`src/design/rip_rte_pkg.sv`:
```
// Package with the types, codes and helpers shared by the RIP route table engine.
`default_nettype none

package rip_rte_pkg;

   // Protocol constants.
   localparam logic [4:0] RIP_INFINITY   = 5'd16;
   localparam logic [5:0] MAX_RESULTS    = 6'd32;
   localparam logic [7:0] CMD_REQUEST    = 8'd1;
   localparam logic [7:0] CMD_RESPONSE   = 8'd2;
   localparam logic [7:0] VERSION_1      = 8'd1;
   localparam logic [7:0] VERSION_2      = 8'd2;

   typedef enum logic [1:0] {
      OP_HEADER    = 2'd0,
      OP_ENTRY     = 2'd1,
      OP_EXPIRE    = 2'd2,
      OP_ADVERTISE = 2'd3
   } opcode_type;

   typedef enum logic [3:0] {
      ST_HEADER_OK     = 4'd0,
      ST_COMMAND_ERROR = 4'd1,
      ST_VERSION_ERROR = 4'd2,
      ST_UPDATED       = 4'd3,
      ST_KEPT          = 4'd4,
      ST_INSERTED      = 4'd5,
      ST_DROPPED       = 4'd6,
      ST_FULL          = 4'd7,
      ST_IGNORED       = 4'd8,
      ST_EXPIRED       = 4'd9,
      ST_NO_MATCH      = 4'd10,
      ST_ADVERT_ENTRY  = 4'd11,
      ST_ADVERT_EMPTY  = 4'd12
   } status_type;

   typedef struct packed {
      logic [1:0]  opcode;
      logic [7:0]  command;
      logic [7:0]  version;
      logic [15:0] pad;
      logic [7:0]  iface;
      logic [31:0] dest;
      logic [31:0] mask;
      logic [31:0] next_hop;
      logic [31:0] metric;
      logic        last_entry;
   } req_payload_type;

   typedef struct packed {
      logic [3:0]  status;
      logic [31:0] route_dest;
      logic [31:0] route_mask;
      logic [31:0] route_next_hop;
      logic [4:0]  route_metric;
      logic        packet_end;
      logic        last;
   } rsp_payload_type;

   // One table slot as stored in the route memory.
   typedef struct packed {
      logic [31:0] dest;
      logic [31:0] mask;
      logic [31:0] next_hop;
      logic [4:0]  metric;
      logic [7:0]  iface;
   } route_type;

   typedef enum logic [2:0] {
      S_IDLE,
      S_DECODE,
      S_SRCH_RD,
      S_SRCH_CHK,
      S_ACT,
      S_ADV_RD,
      S_ADV_CHK,
      S_ADV_FIN
   } state_type;

   // Commands from the controller to the datapath.
   typedef struct packed {
      logic       load;
      logic       clr_accept;
      logic       set_accept;
      logic       scan_start;
      logic       rd_issue;
      logic       hit_set;
      logic       commit;
      logic       emit_single;
      status_type emit_code;
      logic       hold_new;
      logic       emit_held;
      logic       held_last;
   } ctrl_cmd_type;

   // Status from the datapath to the controller.
   typedef struct packed {
      opcode_type opcode;
      logic       hdr_bad;
      status_type hdr_code;
      logic       hdr_request;
      logic       accepting;
      logic       idx_zero;
      logic       match;
      status_type act_code;
      logic       adv_sel;
      logic       held_valid;
      logic       n_full;
      logic       out_free;
   } dp_stat_type;

   // Received metric plus one, saturated at infinity.
   function automatic logic [4:0] bump(input logic [31:0] met);
      logic [4:0] res;
      if (met >= 32'(RIP_INFINITY)) begin
         res = RIP_INFINITY;
      end else begin
         res = met[4:0] + 5'd1;
      end
      return res;
   endfunction

endpackage

`default_nettype wire

```
`src/design/rip_rte_stream_if.sv`:
```
// Valid/ready stream interface carrying one transaction payload.
`default_nettype none

interface rip_rte_stream_if #(
   parameter type payload_type = logic
);
   logic        valid;
   logic        ready;
   payload_type payload;

   modport source (output valid, output payload, input ready);
   modport sink (input valid, input payload, output ready);
endinterface

`default_nettype wire

```
`src/design/rip_rte_ram.sv`:
```
// Generic single-port-write, single-port-read RAM with registered read data.
`default_nettype none

module rip_rte_ram #(
   parameter int unsigned WIDTH      = 8,
   parameter int unsigned DEPTH      = 32,
   parameter int unsigned ADDR_WIDTH = (DEPTH > 1) ? $clog2(DEPTH) : 1
) (
   input  wire logic                  clock,
   input  wire logic                  wr_en,
   input  wire logic [ADDR_WIDTH-1:0] wr_addr,
   input  wire logic [WIDTH-1:0]      wr_data,
   input  wire logic                  rd_en,
   input  wire logic [ADDR_WIDTH-1:0] rd_addr,
   output logic      [WIDTH-1:0]      rd_data
);
   logic [WIDTH-1:0] mem_ff [DEPTH];

   // Write port and registered read port.
   always_ff @(posedge clock) begin
      if (wr_en) begin
         mem_ff[wr_addr] <= wr_data;
      end
      if (rd_en) begin
         rd_data <= mem_ff[rd_addr];
      end
   end
endmodule

`default_nettype wire

```
`src/design/rip_rte_ctrl.sv`:
```
// Controller state machine that sequences header checks, table scans and advertisements.
`default_nettype none

module rip_rte_ctrl (
   input  wire logic                      clock,
   input  wire logic                      reset,
   input  wire logic                      req_valid,
   output logic                           req_ready,
   input  wire rip_rte_pkg::dp_stat_type  stat,
   output rip_rte_pkg::ctrl_cmd_type      cmd
);
   import rip_rte_pkg::*;

   state_type state_ff;
   state_type state_in;

   // State register.
   always_ff @(posedge clock) begin
      if (reset) begin
         state_ff <= S_IDLE;
      end else begin
         state_ff <= state_in;
      end
   end

   // Next state and commands.
   always_comb begin
      state_in  = state_ff;
      cmd       = '0;
      req_ready = 1'b0;
      case (state_ff)
         S_IDLE: begin
            req_ready = 1'b1;
            if (req_valid) begin
               cmd.load = 1'b1;
               state_in = S_DECODE;
            end
         end
         S_DECODE: begin
            case (stat.opcode)
               OP_HEADER: begin
                  if (stat.hdr_bad) begin
                     if (stat.out_free) begin
                        cmd.clr_accept  = 1'b1;
                        cmd.emit_single = 1'b1;
                        cmd.emit_code   = stat.hdr_code;
                        state_in        = S_IDLE;
                     end
                  end else if (stat.hdr_request) begin
                     cmd.clr_accept = 1'b1;
                     cmd.scan_start = 1'b1;
                     state_in       = S_ADV_RD;
                  end else if (stat.out_free) begin
                     cmd.set_accept  = 1'b1;
                     cmd.emit_single = 1'b1;
                     cmd.emit_code   = ST_HEADER_OK;
                     state_in        = S_IDLE;
                  end
               end
               OP_ENTRY: begin
                  if (!stat.accepting) begin
                     if (stat.out_free) begin
                        cmd.emit_single = 1'b1;
                        cmd.emit_code   = ST_IGNORED;
                        state_in        = S_IDLE;
                     end
                  end else begin
                     cmd.scan_start = 1'b1;
                     state_in       = S_SRCH_RD;
                  end
               end
               OP_EXPIRE: begin
                  cmd.scan_start = 1'b1;
                  state_in       = S_SRCH_RD;
               end
               default: begin
                  cmd.scan_start = 1'b1;
                  state_in       = S_ADV_RD;
               end
            endcase
         end
         S_SRCH_RD: begin
            if (stat.idx_zero) begin
               state_in = S_ACT;
            end else begin
               cmd.rd_issue = 1'b1;
               state_in     = S_SRCH_CHK;
            end
         end
         S_SRCH_CHK: begin
            if (stat.match) begin
               cmd.hit_set = 1'b1;
               state_in    = S_ACT;
            end else if (stat.idx_zero) begin
               state_in = S_ACT;
            end else begin
               cmd.rd_issue = 1'b1;
            end
         end
         S_ACT: begin
            if (stat.out_free) begin
               cmd.commit      = 1'b1;
               cmd.emit_single = 1'b1;
               cmd.emit_code   = stat.act_code;
               state_in        = S_IDLE;
            end
         end
         S_ADV_RD: begin
            if (stat.idx_zero || stat.n_full) begin
               state_in = S_ADV_FIN;
            end else begin
               cmd.rd_issue = 1'b1;
               state_in     = S_ADV_CHK;
            end
         end
         S_ADV_CHK: begin
            if (!stat.adv_sel) begin
               state_in = S_ADV_RD;
            end else if (stat.held_valid) begin
               if (stat.out_free) begin
                  cmd.emit_held = 1'b1;
                  cmd.hold_new  = 1'b1;
                  state_in      = S_ADV_RD;
               end
            end else begin
               cmd.hold_new = 1'b1;
               state_in     = S_ADV_RD;
            end
         end
         S_ADV_FIN: begin
            if (stat.out_free) begin
               if (stat.held_valid) begin
                  cmd.emit_held = 1'b1;
                  cmd.held_last = 1'b1;
               end else begin
                  cmd.emit_single = 1'b1;
                  cmd.emit_code   = ST_ADVERT_EMPTY;
               end
               state_in = S_IDLE;
            end
         end
         default: begin
            state_in = S_IDLE;
         end
      endcase
   end
endmodule

`default_nettype wire

```
`src/design/rip_rte_dp.sv`:
```
// Datapath: request capture, route memory, scan index, held advertisement and result register.
`default_nettype none

module rip_rte_dp #(
   parameter int unsigned TABLE_DEPTH       = 32,
   parameter int unsigned ROUTES_PER_PACKET = 25
) (
   input  wire logic                          clock,
   input  wire logic                          reset,
   input  wire rip_rte_pkg::req_payload_type  req_payload,
   input  wire rip_rte_pkg::ctrl_cmd_type     cmd,
   output rip_rte_pkg::dp_stat_type           stat,
   output logic                               rsp_valid,
   input  wire logic                          rsp_ready,
   output rip_rte_pkg::rsp_payload_type       rsp_payload
);
   import rip_rte_pkg::*;

   localparam int unsigned AW = (TABLE_DEPTH > 1) ? $clog2(TABLE_DEPTH) : 1;
   localparam int unsigned CW = $clog2(TABLE_DEPTH + 1);
   localparam int unsigned RW = $bits(route_type);

   req_payload_type in_ff;
   logic [CW-1:0]   idx_ff;
   logic [CW-1:0]   count_ff;
   logic            accept_ff;
   logic            hit_ff;
   logic            held_valid_ff;
   logic [31:0]     held_dest_ff;
   logic [31:0]     held_mask_ff;
   logic [31:0]     held_nh_ff;
   logic [4:0]      held_metric_ff;
   logic [5:0]      n_ff;
   logic [4:0]      pkt_ff;
   logic            rsp_valid_ff;
   rsp_payload_type rsp_ff;

   logic [CW-1:0]   idx_dec;
   logic [RW-1:0]   ram_rdata;
   route_type       rd;
   route_type       wr_route;
   logic [AW-1:0]   wr_addr;
   logic            wr_ok;
   status_type      act_code;
   logic            cmd_ok;
   logic            ver_ok;
   logic            is_v2;
   logic            out_free;
   logic            held_pend;
   logic [4:0]      bumped;

   assign idx_dec  = idx_ff - CW'(1);
   assign rd       = route_type'(ram_rdata);
   assign out_free = !rsp_valid_ff || rsp_ready;
   assign bumped   = bump(in_ff.metric);
   assign is_v2    = (in_ff.version == VERSION_2);

   // Route memory, read while scanning from the newest slot down.
   rip_rte_ram #(
      .WIDTH (RW),
      .DEPTH (TABLE_DEPTH)
   ) u_ram (
      .clock   (clock),
      .wr_en   (cmd.commit && wr_ok),
      .wr_addr (wr_addr),
      .wr_data (wr_route),
      .rd_en   (cmd.rd_issue),
      .rd_addr (idx_dec[AW-1:0]),
      .rd_data (ram_rdata)
   );

   // Header checks.
   always_comb begin
      cmd_ok = (in_ff.command == CMD_REQUEST) || (in_ff.command == CMD_RESPONSE);
      ver_ok = (in_ff.version == VERSION_1) || (in_ff.version == VERSION_2);
   end

   // Outcome of an entry or expire transaction and the slot it writes.
   always_comb begin
      wr_ok    = 1'b0;
      wr_addr  = hit_ff ? idx_ff[AW-1:0] : count_ff[AW-1:0];
      wr_route = '{dest: in_ff.dest, mask: in_ff.mask, next_hop: in_ff.next_hop,
                   metric: bumped, iface: in_ff.iface};
      act_code = ST_NO_MATCH;
      if (opcode_type'(in_ff.opcode) == OP_EXPIRE) begin
         wr_route        = rd;
         wr_route.metric = RIP_INFINITY;
         wr_ok           = hit_ff;
         act_code        = hit_ff ? ST_EXPIRED : ST_NO_MATCH;
      end else if (hit_ff) begin
         if (rd.next_hop != in_ff.next_hop && {27'd0, rd.metric} <= in_ff.metric) begin
            act_code = ST_KEPT;
         end else begin
            wr_ok    = 1'b1;
            act_code = ST_UPDATED;
         end
      end else if (in_ff.metric >= 32'(RIP_INFINITY)) begin
         act_code = ST_DROPPED;
      end else if (count_ff == CW'(TABLE_DEPTH)) begin
         act_code = ST_FULL;
      end else begin
         wr_ok    = 1'b1;
         act_code = ST_INSERTED;
      end
   end

   // Status toward the controller.
   always_comb begin
      stat.opcode      = opcode_type'(in_ff.opcode);
      stat.hdr_bad     = !cmd_ok || !ver_ok || (in_ff.pad != 16'd0);
      stat.hdr_code    = (cmd_ok && !ver_ok) ? ST_VERSION_ERROR : ST_COMMAND_ERROR;
      stat.hdr_request = (in_ff.command == CMD_REQUEST);
      stat.accepting   = accept_ff;
      stat.idx_zero    = (idx_ff == '0);
      stat.match       = (rd.dest == in_ff.dest) && (rd.mask == in_ff.mask);
      stat.act_code    = act_code;
      stat.adv_sel     = (rd.iface != in_ff.iface) && (rd.metric != RIP_INFINITY);
      stat.held_valid  = held_valid_ff;
      stat.n_full      = (n_ff == MAX_RESULTS);
      stat.out_free    = out_free;
   end

   assign held_pend = cmd.held_last || (pkt_ff == 5'(ROUTES_PER_PACKET - 1));

   // Control registers.
   always_ff @(posedge clock) begin
      if (reset) begin
         count_ff      <= '0;
         accept_ff     <= 1'b0;
         held_valid_ff <= 1'b0;
         rsp_valid_ff  <= 1'b0;
      end else begin
         if (cmd.clr_accept) begin
            accept_ff <= 1'b0;
         end
         if (cmd.set_accept) begin
            accept_ff <= 1'b1;
         end
         if (cmd.commit && opcode_type'(in_ff.opcode) == OP_ENTRY) begin
            if (in_ff.last_entry) begin
               accept_ff <= 1'b0;
            end
            if (!hit_ff && wr_ok) begin
               count_ff <= count_ff + CW'(1);
            end
         end
         if (cmd.scan_start) begin
            held_valid_ff <= 1'b0;
         end else if (cmd.hold_new) begin
            held_valid_ff <= 1'b1;
         end
         if (cmd.emit_single || cmd.emit_held) begin
            rsp_valid_ff <= 1'b1;
         end else if (rsp_ready) begin
            rsp_valid_ff <= 1'b0;
         end
      end
   end

   // Scan index, counters and payload registers.
   always_ff @(posedge clock) begin
      if (cmd.load) begin
         in_ff <= req_payload;
      end
      if (cmd.scan_start) begin
         idx_ff <= count_ff;
         hit_ff <= 1'b0;
         n_ff   <= '0;
         pkt_ff <= '0;
      end else begin
         if (cmd.rd_issue) begin
            idx_ff <= idx_dec;
         end
         if (cmd.hit_set) begin
            hit_ff <= 1'b1;
         end
         if (cmd.hold_new) begin
            n_ff <= n_ff + 6'd1;
         end
         if (cmd.emit_held) begin
            pkt_ff <= held_pend ? 5'd0 : pkt_ff + 5'd1;
         end
      end
      if (cmd.hold_new) begin
         held_dest_ff   <= rd.dest;
         held_mask_ff   <= is_v2 ? rd.mask : 32'd0;
         held_nh_ff     <= is_v2 ? rd.next_hop : 32'd0;
         held_metric_ff <= rd.metric;
      end
      if (cmd.emit_held) begin
         rsp_ff <= '{status: ST_ADVERT_ENTRY, route_dest: held_dest_ff,
                     route_mask: held_mask_ff, route_next_hop: held_nh_ff,
                     route_metric: held_metric_ff, packet_end: held_pend,
                     last: cmd.held_last};
      end else if (cmd.emit_single) begin
         rsp_ff <= '{status: cmd.emit_code, route_dest: 32'd0, route_mask: 32'd0,
                     route_next_hop: 32'd0, route_metric: 5'd0,
                     packet_end: (cmd.emit_code == ST_ADVERT_EMPTY), last: 1'b1};
      end
   end

   assign rsp_valid   = rsp_valid_ff;
   assign rsp_payload = rsp_ff;
endmodule

`default_nettype wire

```
`src/design/rip_route_table_engine_core.sv`:
```
// Top level of the RIP route table engine: controller, datapath and stream ports.
// A response header, a bad header or an ignored entry is answered straight from decode; an
// entry or expire scans the table from the newest slot down, and a match ends the scan early;
// a request header or advertisement scans the table for up to 32 advert results.
// One transaction at a time; the next is taken from the cycle after its final result is registered.
// Synchronous reset empties the table (route count zero) and closes response acceptance.
`default_nettype none

module rip_route_table_engine_core #(
   parameter int unsigned TABLE_DEPTH       = 32,
   parameter int unsigned ROUTES_PER_PACKET = 25
) (
   input  wire logic         clock,
   input  wire logic         reset,
   rip_rte_stream_if.sink    req,
   rip_rte_stream_if.source  rsp
);
   import rip_rte_pkg::*;

   ctrl_cmd_type cmd;
   dp_stat_type  stat;

   // Sequencing.
   rip_rte_ctrl u_ctrl (
      .clock     (clock),
      .reset     (reset),
      .req_valid (req.valid),
      .req_ready (req.ready),
      .stat      (stat),
      .cmd       (cmd)
   );

   // Table, scan and result datapath.
   rip_rte_dp #(
      .TABLE_DEPTH       (TABLE_DEPTH),
      .ROUTES_PER_PACKET (ROUTES_PER_PACKET)
   ) u_dp (
      .clock       (clock),
      .reset       (reset),
      .req_payload (req.payload),
      .cmd         (cmd),
      .stat        (stat),
      .rsp_valid   (rsp.valid),
      .rsp_ready   (rsp.ready),
      .rsp_payload (rsp.payload)
   );
endmodule

`default_nettype wire

```
`src/flat_wrapper.sv`:
```
// flat-port wrapper written by rule: the top's interface ports become plain ports
module rip_route_table_engine_core_flat import rip_rte_pkg::*;
#(
   parameter int unsigned TABLE_DEPTH       = 32,
   parameter int unsigned ROUTES_PER_PACKET = 25
)
  (clock, reset, req_valid, req_payload, req_ready, rsp_valid, rsp_payload, rsp_ready);
  rip_rte_stream_if #(.payload_type(req_payload_type)) req_i ();
  rip_rte_stream_if #(.payload_type(rsp_payload_type)) rsp_i ();
  input  wire logic clock;
  input  wire logic reset;
  input wire logic [$bits(req_i.valid)-1:0] req_valid;
  input wire logic [$bits(req_i.payload)-1:0] req_payload;
  output wire logic [$bits(req_i.ready)-1:0] req_ready;
  output wire logic [$bits(rsp_i.valid)-1:0] rsp_valid;
  output wire logic [$bits(rsp_i.payload)-1:0] rsp_payload;
  input wire logic [$bits(rsp_i.ready)-1:0] rsp_ready;
  assign req_i.valid = req_valid;
  assign req_i.payload = req_payload;
  assign req_ready = req_i.ready;
  assign rsp_valid = rsp_i.valid;
  assign rsp_payload = rsp_i.payload;
  assign rsp_i.ready = rsp_ready;
  rip_route_table_engine_core #(.TABLE_DEPTH(TABLE_DEPTH), .ROUTES_PER_PACKET(ROUTES_PER_PACKET)) u_core (.clock(clock), .reset(reset), .req(req_i), .rsp(rsp_i));
endmodule
```
`config.mk`:
```
export PLATFORM = sky130hd
export DESIGN_NAME = rip_route_table_engine_core_flat
export DESIGN_NICKNAME = d
export VERILOG_FILES = /design/src/design/rip_rte_pkg.sv /design/src/design/rip_rte_stream_if.sv /design/src/design/rip_rte_ram.sv /design/src/design/rip_rte_ctrl.sv /design/src/design/rip_rte_dp.sv /design/src/design/rip_route_table_engine_core.sv /design/src/flat_wrapper.sv
export SDC_FILE = /design/constraint.sdc
export NUM_CORES = 2
export LEC_CHECK = 0
export BUFFER_PORTS_ARGS = -buffer_cell sky130_fd_sc_hd__buf_2
export CAP_MARGIN = 0
export CORE_MARGIN = 4
export CORE_UTILIZATION = 60
export DETAILED_ROUTE_END_ITERATION = 6
export HOLD_SLACK_MARGIN = 0.05
export PLACE_DENSITY_LB_ADDON = 0.12
export SYNTH_ARGS = -nofsm -noshare
export SYNTH_HDL_FRONTEND = slang
export SYNTH_HIERARCHICAL = 1
export SYNTH_SLANG_ARGS = --single-unit
```
`constraint.sdc`:
```
create_clock -name clock -period 20.1 [get_ports clock]
set_input_delay 4.02 -clock clock [delete_from_list [all_inputs] [get_ports clock]]
set_output_delay 4.02 -clock clock [all_outputs]
set_load 0.1 [all_outputs]
```
== After elaboration in Yosys (flattened, before gate mapping) ==
Memory sizes are Yosys's and may differ from the RTL's. A register that Yosys moved wholly into a read port is not among the register bits.
Cells that the tools add are included.

* Flip-flop bits (word level): 409
* RAM bits: 3488
* Input port bits: 175
* Output and inout bits: 109
* Word-level logic and storage cells: 174
* Memories kept: 1

* Add/sub/neg operators: 5
* $lt $le $gt $ge: 2
* Eq/ne operators: 25
* Muxes and demuxes: 81
* Reduce and logical (&&, ||, !) cells: 30

{| class="wikitable"
|+ Memories
! memory !! words !! bits a word !! read ports !! clocked after memory_dff !! wr ports !! RTL line !! text
|-
| u_core.u_dp.u_ram.mem_ff || 32 || 109 || 1 || 1 || 1 || rip_rte_ram.sv:17 || <nowiki>logic [WIDTH-1:0] mem_ff [DEPTH];</nowiki>
|}

{| class="wikitable"
|+ Operator list
! kind !! count
|-
| $mux W103 || 2
|-
| $mux W109 || 1
|-
| $eq A32 B32 Y1 || 2
|-
| $mux W5 || 11
|-
| $mux W3 || 13
|-
| $ge A32 B5 Y1 const B || 1
|-
| $le A5 B32 Y1 || 1
|-
| $mux W1 || 32
|-
| $ne A32 B32 Y1 || 1
|-
| $pmux W3 S7 || 1
|-
| $mux W2 || 10
|-
| $mux W6 || 3
|-
| $eq A8 B1 Y1 const B || 2
|-
| $eq A8 B2 Y1 const B || 2
|-
| $reduce_bool A16 Y1 || 1
|-
| $pmux W5 S3 || 1
|-
| $add A6 B1 Y6 const B || 2
|-
| $eq A3 B3 Y1 const B || 4
|-
| $eq A6 B6 Y1 const B || 2
|-
| $add A5 B1 Y5 const B || 2
|-
| $pmux W5 S2 || 1
|-
| $pmux W3 S3 || 1
|-
| $logic_or A1 B1 Y1 || 8
|-
| $mux W4 || 2
|-
| other kinds (23) || 37
|}

== Logic depth before layout (Yosys ltp) ==
* Depth in word-level cells: 12
* Depth in mapped cells: 12
* Depth with buffers taken out: 12

== By module ==
Netlist, hierarchy kept.

{| class="wikitable"
|+ Modules (own cells, without submodules)
! module !! instances !! cells each !! area each (um^2) !! sequential area each (um^2)
|-
| rip_rte_ram || 1 || 6353 || 135683.9 || 108013.6
|-
| rip_rte_dp || 1 || 1278 || 16842.4 || 11941.5
|-
| rip_rte_ctrl || 1 || 81 || 530.5 || 60.1
|}

== Least setup slack after synthesis ==
OpenSTA, ideal clock, no wires.

* Kind: input to register
* From: in rsp_ready
* To: mem u_core/u_dp/u_ram/mem_ff[12][0] in the netlist's numbering (enable)
* Library setup time: 0.578 ns
* Data arrival time: 10.126 ns
* Data required time: 19.522 ns
* Path slack: 9.395 ns
* Stages on the path: 8
* Buffers on the path: 2
* Cell sequence: nand2b_1 -> buf_4 -> nand2_1 -> nor3_1 -> o221a_2 -> or3b_2 -> clkbuf_1 -> nor2_1

{| class="wikitable"
|+ RTL lines
! element !! RTL line !! text
|-
| start, declared || flat_wrapper.sv:17 || <nowiki>input wire logic [$bits(rsp_i.ready)-1:0] rsp_ready;</nowiki>
|-
| end, declared || rip_rte_ram.sv:17 ||
|}

==> qor.yml <==
syn_inst: 7712
antenna_found_initial: 20
leakage_nw: 56.4
syn_area_um2: 153000
clkTransAtPathRegs_ns: 0.06
cts.sinks: 4006
post_drt_wl_per_cell_um: 34.6
ys_warn_count: 6
critPathLaunchType: "input pin"
setup_violations: 0
ff2ff_path_depth: 13
layout-drive-gt1-share: 0.180
layout_min_cycle_time_ns: 8.47
hold_end: "u_core/u_dp/rsp_payload[103]"
vias: 79300
start_util: 0.603
path_max_fanout: 45
syn_to_final_growth_pct: 11.7
chipHeight_um: 513
io_pins: 284
core_um2: 254000
portBuffers: 283
synth_ff_type: "edfxtp_1"
first_global_vias: 78400
path_class: "input pin to flop"
dieArea_um2: 263000
drv_cap: 0
first_pass_iters: 6
vdd_ir_drop_max_v: 0.0000964
worst_pin_slew_ns: 1.33
grtUsageTotal: 0.311
report.final.slew_viol_count: 0
p_per_area_nw_per_um2: 109
rows: 185
grt_overflow: 0
ys_types: 65
grt_max_degree: 140
cts_root_buffer: "clkbuf_16"
gp_congestion: 0.841
finalCritPeriodShare: 0.421
worstPathRequired_ns: 20.67
dp_hpwl_um: 228000
hp-start: "u_core/u_dp/rsp_payload[103]"
routed_wl_um: 411000
clock_skew_ns: 0.0534
drt_iter0_drc: 11400
rr_startpoint: "u_core/u_dp/idx_ff[0]"
fmax_mhz: 118
hp-class: "flop to flop"
worstReg2RegEnd: "u_core/u_dp/u_ram/rd_data[74]"
final_nets: 8355
final_cell_mix: "3978 x edfxtp_1, 878 x mux2i_1, 576 x a22oi_1"
ys_seq_area_frac: 0.784
status: "completed"
clock_latency_ns: 0.99
die_w_um: 513
antenna_left: 0
numCtsBuffers: 405
grt_pass1_wl_um: 580000
slew_headroom: 0.111
ys_ff_latch: 4006
critPathArrivalTime_ns: 9.04
ctsHoldBuffers: 0
cts_resized: 0
cts_tree: "done"
final_common_cell: "edfxtp_1"
endpoint_kind: "flop"
r2r_setup_slack_ns: 12.63
fillCellCount: 16200
final_hold_viol_count: 0
drc_errors: 0
htreeDepth: 5
grt_setup_unrepaired: "false"
final_util: 0.673
cts_max_path_buffers: 4
synth_edf_count: 3978
via_per_inst: 6.69
holdPathStages: 2
async_flop_share: 0
finalSetupTns_ns: 0
post_cts_buffers: 0
syn_area_per_cell_um2: 19.8
==> Yosys cell counts, types with 7 or more instances <==
library cell | instances | area [um2]
edfxtp_1 | 3978 | 119000
mux2i_1 | 878 | 8790
a22oi_1 | 576 | 4320
mux4_2 | 437 | 9840
nand2_1 | 356 | 1340
nand3_1 | 223 | 1120
clkbuf_1 | 204 | 766
and2_1 | 177 | 1110
buf_2 | 119 | 596
xor2_1 | 108 | 946
nor2_1 | 90 | 338
nand4_1 | 67 | 419
a22o_1 | 63 | 552
a31oi_1 | 63 | 394
buf_4 | 56 | 420
nor4_1 | 35 | 219
dfxtp_1 | 28 | 561
a21oi_1 | 25 | 125
inv_1 | 25 | 93.8
buf_6 | 21 | 236
buf_1 | 20 | 75.1
nor2b_1 | 19 | 119
xnor2_1 | 16 | 140
ha_1 | 15 | 188
nor3_1 | 13 | 65.1
o21ai_0 | 9 | 45.0
mux2_2 | 8 | 90.1
nand2b_1 | 8 | 50.1
nand3b_1 | 7 | 52.6
==> metrics by stage <==
stage	power [mW]	std cells	setup slack (ns)	cell area [um2]	hold slack, ns
after global placement	11.7	11100	10.96	159000	0.460
after detailed placement	11.8	11100	10.87	159000	0.459
after floorplan	11.0	7713	9.40	153000	0.407
after CTS	18.8	11800	11.86	171000	0.483
after global routing	19.3	11800	11.51	171000	0.509
final	18.7	11900	11.63	171000	0.487
==> how the worst max path moves through the flow <==
stage	startpoint	endpoint	slack, ns	depth (start not counted)
after global routing	rsp_ready	u_core/u_dp/u_ram/mem_ff[29][53]	11.51	9
after CTS	rsp_ready	u_core/u_dp/u_ram/mem_ff[22][4]	11.86	9
after detailed placement	rsp_ready	u_core/u_dp/u_ram/mem_ff[22][62]	10.87	9
final	rsp_ready	u_core/u_dp/u_ram/mem_ff[29][53]	11.63	9
after global placement	rsp_ready	u_core/u_dp/u_ram/mem_ff[29][56]	10.96	9
after floorplan	rsp_ready	u_core/u_dp/u_ram/mem_ff[12][0]	9.40	8
==> cells by family after synthesis <==
group                      share of synthesized area
other                                      0.0000245
muxes                                          0.122
DFF                                            0.784
AOI/OAI and AO/OA                             0.0371
buffers and inverters                         0.0144
xor gates and xnor gates                     0.00710
and+or+nand+nor                               0.0337
adders and majority gates                    0.00123
==> cell type report <==
class,instances,area [um2],area share
diodes,10,25.0,0.000146
clock buffers,513,10700,0.0626
clock inverters,203,1630,0.00953
inverters,26,120,0.000702
multi-input cells,3260,31300,0.183
flip-flops and latches,4006,120000,0.702
well taps,3366,4210,0.0246
repair buffers,466,2970,0.0174
==> flip-flops by register name, indices dropped and copies added (netlist names) <==
signal                      flops
u_core/u_dp/held_dest_ff       32
u_core/u_dp/accept_ff           1
u_core/u_dp/rsp_payload       107
u_core/u_dp/count_ff            6
u_core/u_ctrl/state_ff          3
u_core/u_dp/held_valid_ff       1
u_core/u_dp/n_ff                6
u_core/u_dp/pkt_ff              5
u_core/u_dp/held_nh_ff         32
u_core/u_dp/stat                2
u_core/u_dp/idx_ff              6
u_core/u_dp/held_mask_ff       32
u_core/u_dp/rsp_valid           1
u_core/u_dp/u_ram/mem_ff     3488
u_core/u_dp/in_ff             169
u_core/u_dp/u_ram/rd_data     109
u_core/u_dp/held_metric_ff      5
u_core/u_dp/hit_ff              1
==> report_power, final <==
| group | internal, mW | total, mW | switching, mW |
|---|---|---|---|
| Clock | 4.07 | 7.10 | 3.03 |
| Combinational | 0.654 | 2.09 | 1.44 |
| Sequential | 9.46 | 9.52 | 0.0638 |
==> routing by layer <==
layer / wire length (um) / GRT usage
met2: 191000 / 0.480
met1: 158000 / 0.443
met3: 44500 / 0.0670
met4: 17600 / 0.119
met5: 48 / 0
==> worst max-delay path, stage by stage <==
cell      delay, ns
buf_2          0.08
nand2b_1       0.28
nand2_1        0.22
nor3_1         0.59
o221a_2        0.42
nand3b_1       0.60
nor2_4         0.92
buf_4          0.89
buf_4          0.90
(Power assumes the default switching activity.)
